==> config.mk <==
export PLATFORM = sky130hd
export DESIGN_NAME = modbus_tcp_response_deframer
export DESIGN_NICKNAME = d
export VERILOG_FILES = /design/src/rtl/core/mtrd_pkg.sv /design/src/rtl/core/modbus_tcp_response_deframer.sv /design/src/rtl/core/mtrd_front.sv /design/src/rtl/core/mtrd_fifo.sv /design/src/rtl/core/mtrd_back.sv
export SDC_FILE = /design/constraint.sdc
export NUM_CORES = 1
export LEC_CHECK = 0
export ABC_AREA = 1
export BUFFER_PORTS_ARGS = -buffer_cell sky130_fd_sc_hd__buf_4
export CORE_ASPECT_RATIO = 1.25
export CORE_MARGIN = 1.5
export CORE_UTILIZATION = 55
export DETAILED_ROUTE_END_ITERATION = 12
export GPL_ROUTABILITY_DRIVEN = 0
export GPL_TIMING_DRIVEN = 1
export PLACE_DENSITY = 0.72
export SLEW_MARGIN = 10
export SYNTH_ARGS = -nofsm -noshare
export SYNTH_HDL_FRONTEND = slang
export SYNTH_SLANG_ARGS = --single-unit
export TNS_END_PERCENT = 10
==> constraint.sdc <==
create_clock -name clk -period 7 [get_ports clk]
set_input_delay 0.35 -clock clk [delete_from_list [all_inputs] [get_ports clk]]
set_output_delay 0.35 -clock clk [all_outputs]
set_load 0.005 [all_outputs]
==> src/rtl/core/mtrd_pkg.sv <==
// Shared types and constants for the Modbus TCP response deframer.
// No dependencies; used by every module in rtl/core.
package mtrd_pkg;

  localparam int FIFO_DEPTH = 4;
  localparam int FIFO_AW    = $clog2(FIFO_DEPTH);
  localparam int FIFO_CW    = $clog2(FIFO_DEPTH + 1);

  localparam logic [7:0] FC_READ_INPUT = 8'h04;
  localparam int         HDR_BYTES     = 6;
  localparam int         PROTO_DONE    = 4;
  localparam int         MIN_LEN       = 2;
  localparam int         MIN_COUNT     = 2;

  typedef enum logic [1:0] {
    KIND_REG_VALUE = 2'd0,
    KIND_EMPTY     = 2'd1,
    KIND_PROTO_ERR = 2'd2
  } kind_t;

  typedef struct packed {
    kind_t       kind;
    logic [15:0] transaction_id;
    logic [7:0]  unit_id;
    logic [7:0]  func_code;
    logic [15:0] register_value;
    logic        last;
    logic        length_short;
  } result_t;

endpackage

==> src/rtl/core/modbus_tcp_response_deframer.sv <==
// Modbus TCP response deframer: takes one response byte per cycle (tuser marks
// the first byte of a frame) and gives register values, empty-response and
// protocol-error items. Rate: one input byte per clock while the result queue is
// not full; a result passes through the queue write and then the output register
// on its way to the output. A four-item result queue sits between the parser
// and the output register, so the input keeps flowing until that queue is full
// while the output is stalled.
module modbus_tcp_response_deframer (
  input  logic        clk,
  input  logic        rst,
  input  logic        s_axis_tvalid,
  output logic        s_axis_tready,
  input  logic [7:0]  s_axis_tdata,   // [7:0] data_byte
  input  logic        s_axis_tuser,   // [0] start_of_frame
  output logic        m_axis_tvalid,
  input  logic        m_axis_tready,
  output logic [55:0] m_axis_tdata,   // [15:0] transaction_id, [23:16] unit_id,
                                      // [31:24] func_code, [47:32] register_value,
                                      // [48] length_short, [55:49] zero
  output logic [1:0]  m_axis_tuser,   // [1:0] kind
  output logic        m_axis_tlast    // last
);

  logic              accept;
  logic              push;
  mtrd_pkg::result_t push_data;
  logic              q_full;
  logic              q_not_empty;
  logic              q_pop;
  mtrd_pkg::result_t q_head;
  mtrd_pkg::result_t out_data;

  assign s_axis_tready = !q_full;
  assign accept        = s_axis_tvalid && s_axis_tready;

  mtrd_front u_front (
    .clk            (clk),
    .rst            (rst),
    .accept         (accept),
    .data_byte      (s_axis_tdata),
    .start_of_frame (s_axis_tuser),
    .push           (push),
    .push_data      (push_data)
  );

  mtrd_fifo u_fifo (
    .clk       (clk),
    .rst       (rst),
    .push      (push),
    .push_data (push_data),
    .pop       (q_pop),
    .full      (q_full),
    .not_empty (q_not_empty),
    .head      (q_head)
  );

  mtrd_back u_back (
    .clk         (clk),
    .rst         (rst),
    .q_not_empty (q_not_empty),
    .q_head      (q_head),
    .q_pop       (q_pop),
    .out_valid   (m_axis_tvalid),
    .out_ready   (m_axis_tready),
    .out_data    (out_data)
  );

  assign m_axis_tdata = {7'd0, out_data.length_short, out_data.register_value,
                         out_data.func_code, out_data.unit_id, out_data.transaction_id};
  assign m_axis_tuser = out_data.kind;
  assign m_axis_tlast = out_data.last;

endmodule

==> src/rtl/core/mtrd_front.sv <==
// Byte parser: walks the MBAP header and PDU, one byte per cycle while accept is high.
// Depends on mtrd_pkg; pushes finished result items into the result queue.
module mtrd_front (
  input  logic                clk,
  input  logic                rst,
  input  logic                accept,
  input  logic [7:0]          data_byte,
  input  logic                start_of_frame,
  output logic                push,
  output mtrd_pkg::result_t   push_data
);

  typedef enum logic [2:0] {
    PH_IDLE,
    PH_HEADER,
    PH_UNIT,
    PH_FUNC,
    PH_COUNT,
    PH_DATA
  } phase_t;

  phase_t      phase, phase_next;
  logic [7:0]  byte_position, byte_position_next;
  logic [15:0] held_transaction, held_transaction_next;
  logic [15:0] held_protocol, held_protocol_next;
  logic [15:0] held_length, held_length_next;
  logic [7:0]  held_unit, held_unit_next;
  logic [7:0]  held_function, held_function_next;
  logic [7:0]  data_byte_count, data_byte_count_next;
  logic [7:0]  high_byte, high_byte_next;

  phase_t      ph;
  logic [7:0]  pos;
  logic [7:0]  pos_inc;
  logic        length_short;

  always_comb begin
    phase_next            = phase;
    byte_position_next    = byte_position;
    held_transaction_next = held_transaction;
    held_protocol_next    = held_protocol;
    held_length_next      = held_length;
    held_unit_next        = held_unit;
    held_function_next    = held_function;
    data_byte_count_next  = data_byte_count;
    high_byte_next        = high_byte;
    push                  = 1'b0;
    push_data             = '0;

    // a start mark restarts the header regardless of where we were
    ph           = start_of_frame ? PH_HEADER : phase;
    pos          = start_of_frame ? 8'd0 : byte_position;
    pos_inc      = pos + 8'd1;
    length_short = (held_length < 16'(mtrd_pkg::MIN_LEN));

    push_data.transaction_id = held_transaction;
    push_data.unit_id        = held_unit;
    push_data.func_code      = held_function;
    push_data.length_short   = length_short;
    push_data.last           = 1'b1;
    push_data.kind           = mtrd_pkg::KIND_EMPTY;

    if (accept) begin
      phase_next         = ph;
      byte_position_next = pos;
      unique case (ph)
        PH_HEADER: begin
          case (pos)
            8'd0:    held_transaction_next = {data_byte, 8'h00};
            8'd1:    held_transaction_next = {held_transaction[15:8], data_byte};
            8'd2:    held_protocol_next    = {data_byte, 8'h00};
            8'd3:    held_protocol_next    = {held_protocol[15:8], data_byte};
            8'd4:    held_length_next      = {data_byte, 8'h00};
            default: held_length_next      = {held_length[15:8], data_byte};
          endcase
          byte_position_next = pos_inc;
          if (pos_inc == 8'(mtrd_pkg::PROTO_DONE) && held_protocol_next != 16'd0) begin
            phase_next                = PH_IDLE;
            push                      = 1'b1;
            push_data.kind            = mtrd_pkg::KIND_PROTO_ERR;
            push_data.transaction_id  = held_transaction_next;
            push_data.unit_id         = '0;
            push_data.func_code       = '0;
            push_data.length_short    = 1'b0;
          end else if (pos_inc >= 8'(mtrd_pkg::HDR_BYTES)) begin
            phase_next = PH_UNIT;
          end
        end
        PH_UNIT: begin
          held_unit_next = data_byte;
          phase_next     = PH_FUNC;
        end
        PH_FUNC: begin
          held_function_next = data_byte;
          if (data_byte == mtrd_pkg::FC_READ_INPUT) begin
            phase_next = PH_COUNT;
          end else begin
            phase_next          = PH_IDLE;
            push                = 1'b1;
            push_data.func_code = data_byte;
          end
        end
        PH_COUNT: begin
          data_byte_count_next = data_byte;
          if (data_byte < 8'(mtrd_pkg::MIN_COUNT)) begin
            phase_next = PH_IDLE;
            push       = 1'b1;
          end else begin
            byte_position_next = 8'd0;
            phase_next         = PH_DATA;
          end
        end
        PH_DATA: begin
          byte_position_next = pos_inc;
          if (!pos[0]) begin
            high_byte_next = data_byte;
          end else begin
            push                     = 1'b1;
            push_data.kind           = mtrd_pkg::KIND_REG_VALUE;
            push_data.register_value = {high_byte, data_byte};
            // odd trailing byte never completes a pair, so stop on the last full one
            push_data.last = ({1'b0, pos} + 9'd2) >= {1'b0, data_byte_count};
            if (push_data.last) phase_next = PH_IDLE;
          end
        end
        default: phase_next = PH_IDLE;
      endcase
    end
  end

  always_ff @(posedge clk) begin
    if (rst) begin
      phase         <= PH_IDLE;
      byte_position <= '0;
    end else begin
      phase         <= phase_next;
      byte_position <= byte_position_next;
    end
    held_transaction <= held_transaction_next;
    held_protocol    <= held_protocol_next;
    held_length      <= held_length_next;
    held_unit        <= held_unit_next;
    held_function    <= held_function_next;
    data_byte_count  <= data_byte_count_next;
    high_byte        <= high_byte_next;
  end

endmodule

==> src/rtl/core/mtrd_fifo.sv <==
// Short result queue between the parser and the output stage.
// Depends on mtrd_pkg for depth and the result item type.
module mtrd_fifo (
  input  logic                clk,
  input  logic                rst,
  input  logic                push,
  input  mtrd_pkg::result_t   push_data,
  input  logic                pop,
  output logic                full,
  output logic                not_empty,
  output mtrd_pkg::result_t   head
);

  mtrd_pkg::result_t              mem [mtrd_pkg::FIFO_DEPTH];
  logic [mtrd_pkg::FIFO_AW-1:0]   wr_ptr, rd_ptr;
  logic [mtrd_pkg::FIFO_CW-1:0]   count;

  assign full      = (count == mtrd_pkg::FIFO_CW'(mtrd_pkg::FIFO_DEPTH));
  assign not_empty = (count != '0);
  assign head      = mem[rd_ptr];

  always_ff @(posedge clk) begin
    if (rst) begin
      wr_ptr <= '0;
      rd_ptr <= '0;
      count  <= '0;
    end else begin
      if (push) wr_ptr <= wr_ptr + mtrd_pkg::FIFO_AW'(1);
      if (pop)  rd_ptr <= rd_ptr + mtrd_pkg::FIFO_AW'(1);
      case ({push, pop})
        2'b10:   count <= count + mtrd_pkg::FIFO_CW'(1);
        2'b01:   count <= count - mtrd_pkg::FIFO_CW'(1);
        default: count <= count;
      endcase
    end
    if (push) mem[wr_ptr] <= push_data;
  end

endmodule

==> src/rtl/core/mtrd_back.sv <==
// Output register stage: pulls result items from the queue onto the stream.
// Depends on mtrd_pkg for the result item type.
module mtrd_back (
  input  logic                clk,
  input  logic                rst,
  input  logic                q_not_empty,
  input  mtrd_pkg::result_t   q_head,
  output logic                q_pop,
  output logic                out_valid,
  input  logic                out_ready,
  output mtrd_pkg::result_t   out_data
);

  // refill whenever the register is empty or being drained this cycle
  assign q_pop = q_not_empty && (!out_valid || out_ready);

  always_ff @(posedge clk) begin
    if (rst) begin
      out_valid <= 1'b0;
    end else if (!out_valid || out_ready) begin
      out_valid <= q_not_empty;
    end
    if (q_pop) out_data <= q_head;
  end

endmodule
==> flow_metrics.tcl <==
set metrics [dict create \
    utilization_pct 63.7 \
    synth_top_family_by_area "simple AND/OR/NAND/NOR gates" \
    io_pins 74 \
    synthSimpleGateAreaFrac_pct 12.0 \
    synth_area_um2 14700 \
    power.static_leakage_uw 0.00606 \
    outcome "complete, no violations" \
    ys_ff_latch 358 \
    regArea_um2 10600 \
    rr_worst_depth 17 \
    hold_ws_ns 0.0976 \
    slowest_stage "nor2_4" \
    synth_fa_ha_area_share_pct 1.67 \
    fmax_mhz 254 \
    peakVddDrop_mv 0.210 \
    crit_type "reg2reg" \
    port_buffers 66 \
    grt.total_usage_pct 22.2 \
    syn_to_final_growth_pct 13.3 \
    startpoint_type "flop" \
    dpl.hpwl_mm 17.6 \
    min_path_cells 2 \
    worstSkewPairLatency_ns 0.52 \
    tritoncts "yes" \
    end_kind "flop" \
    ant_nets 0 \
    nNetsFinal 1278 \
    die-area_um2 27700 \
    cp_top_family "simple AND/OR/NAND/NOR gates" \
    synth_xor_area_share_pct 0.299 \
    synth_mux_area_share_pct 0 \
    num_vias 9144 \
    drv_slew 0 \
    ys_warn_count 0 \
    cts-root-buf "clkbuf_16" \
    die_y_um 186 \
    drc_errors 0 \
    synth_enable_flop_cells 339 \
    yosysSeqAreaShare_pct 72.0 \
    diodes 0 \
    cts_max_level 2 \
    period_minus_slack_ns 3.93 \
    setup_tns_ns 0 \
    cp.arrival_ns 4.09 \
    grt_pass1_wl_mm 47.2 \
    path_common_cell "nand2_1" \
    cp.depth 17 \
    postCtsSetupRepairBufs 0 \
    cp_slowest_stage_delay_ns 0.72 \
    viasPerCell 5.68 \
    cts.hold.buffers_added 0 \
    final_layout_size_suffix_gt1_share_pct 15.3 \
    synth.avg_cell_area_um2 12.5 \
    async_reset_ff_share_pct 0 \
    cp_num_buf_inv 3 \
    drt_iter0_markers 779 \
    avgRoutedWirePerCell_um 18.8 \
    dr.pass1.iters 5 \
    cts_resized 0 \
    synth_cell_types 45 \
    hold_viol_final 0 \
    rsz0062_at_grt "false" \
    wl_mm 30.3 \
    grt_pass1_vias 8855 \
    yosys_most_used_dff "edfxtp_1" \
    clock-sinks 358 \
    grt_start_max_net_pins 95 \
    synth-compound-area-share_pct 9.42 \
    critPathMaxFanout 29 \
    worst_slew_margin_rel_pct 26.8 \
    core-area_um2 26100 \
    required_ns 7.15 \
    power_density_nw_per_um2 358 \
    fillers 1957 \
    clk_path_buf_depth 3 \
    netlist_instances 1177 \
    num_rows 66 \
    floorplan.initialDensity_pct 56.2 \
    cts.clk_slew.worst_paths_ns 0.06 \
    min_period_over_period_pct 56.2 \
    die_w_um 149 \
    skew_ns 0.0180 \
    cts_made_buffers 35 \
    tightest_slew_ns 1.09 \
    grt_overflow 0 \
    antenna_found_initial 0 \
    multiInputGateArea_um2 3510 \
    setup_viol 0 \
    path_cells "nand2_1, inv_1, ha_1, inv_1, nor2_8, nand2_4, nand3_1, nand2_1, nor2_1, nand2_1, nor2_1, nand2_2, nand3_1, nand2_2, nand2_1, nor2_4, buf_4" \
    maxCapViolCount 0 \
    hp-class "in2reg" \
]
-- layer usage --
metal	global-route usage (%)	routed length, um	vias to the layer above
met1	28.9	12200	4396
met5	0	0	-
met4	7.37	778	0
met2	38.4	15400	383
met3	3.04	1910	62
li1	-	-	4303
-- where the power goes --
part | leakage (uW) | total (uW) | switching (uW) | internal, uW
Sequential | 0.00321 | 2800 | 81.1 | 2710
Combinational | 0.00230 | 1290 | 834 | 455
Clock | 0.000558 | 1870 | 763 | 1100
-- stage by stage --
step	setup WS [ns]	cell area, um2	cells	power (uW)
6_report	3.07	16600	1610	5950
5_1_grt	2.73	16600	1610	6230
4_1_cts	3.04	16600	1610	5990
3_5_place_dp	2.83	15500	1549	4140
3_3_place_gp	2.96	15500	1549	4090
2_1_floorplan	2.10	14700	1183	3600
-- layout by cell type (no fill, tap or decap), types with 2 or more instances in the layout --
cell	count
edfxtp_1	339
nor2_1	175
o21ai_0	122
nand2_1	115
inv_1	99
buf_4	77
o22ai_1	69
nand3_1	45
clkbuf_16	36
nand2_2	22
a21oi_1	22
ha_1	18
dfxtp_1	18
o21ai_2	16
clkbuf_1	8
conb_1	7
nor2_4	6
clkinv_1	6
clkinv_2	6
nand2_4	5
inv_2	5
xor2_1	5
nand4_1	5
nor3_1	4
nor4_1	4
bufinv_16	4
a221oi_1	3
inv_4	2
nor2_8	2
o21ai_1	2
nor2_2	2
a31oi_1	2
-- final cells by class --
type | count | area share [%]
Sequential cell | 358 | 63.5
Clock buffer | 45 | 5.68
Multi-Input combinational cell | 665 | 21.1
Inverter | 109 | 2.52
Timing Repair Buffer | 77 | 3.48
Tap cell | 340 | 2.56
Clock inverter | 16 | 1.14
-- logic make-up after synthesis --
group                      Yosys count
buffers and inverters              160
other                                1
DFF                                358
and+or+nand+nor                    393
AOI/OAI and AO/OA                  241
xor gates and xnor gates             5
adders and majority gates           19
-- synthesized netlist by cell type, types with 18 or more instances --
library cell  number  area (um2)
nand2_1          115         432
inv_1            101         379
clkbuf_1          38         143
edfxtp_1         339       10200
a21oi_1           22         110
nand3_1           45         225
ha_1              18         225
o22ai_1           69         432
dfxtp_1           19         380
nand2_2           22         138
nor2_1           180         676
o21ai_0          122         611
-- worst reg2reg max path: cells and delay by family (launching register included) --
family / cells / cell delay, ns
adder cells (fa/ha/maj): 1 / 0.26
buffers and inverters: 3 / 0.91
flip-flops: 1 / 0.33
AND/OR/NAND/NOR: 13 / 2.08
-- state kept, by name, summed over array words and instances (netlist names) --
| name | cells |
|---|---|
| u_front.held_length | 15 |
| u_back.out_data | 52 |
| u_front.phase | 3 |
| u_front.byte_position | 8 |
| u_front.held_unit | 8 |
| u_front.high_byte | 8 |
| u_front.held_protocol | 16 |
| u_front.data_byte_count | 8 |
| u_fifo.count | 3 |
| u_front.held_transaction | 16 |
| u_fifo.wr_ptr | 2 |
| u_fifo.mem | 208 |
| u_fifo.rd_ptr | 2 |
| u_back.out_valid | 1 |
| u_front.held_function | 8 |
-- path summary, 6_finish.rpt --
kind	slack (ns)	from	end
setup / recovery	3.07	u_front.byte_position[0]$_SDFFE_PP0P_	u_fifo.mem[3][45]$_DFFE_PP_
hold / removal	0.1	rst	u_front.phase[2]$_SDFFE_PP0P_
setup reg to reg	3.07	u_front.byte_position[0]$_SDFFE_PP0P_	u_fifo.mem[3][45]$_DFFE_PP_
hold reg to reg	0.45	u_fifo.count[0]$_SDFFE_PP0P_	u_fifo.count[0]$_SDFFE_PP0P_
(Power assumes the default switching activity.)
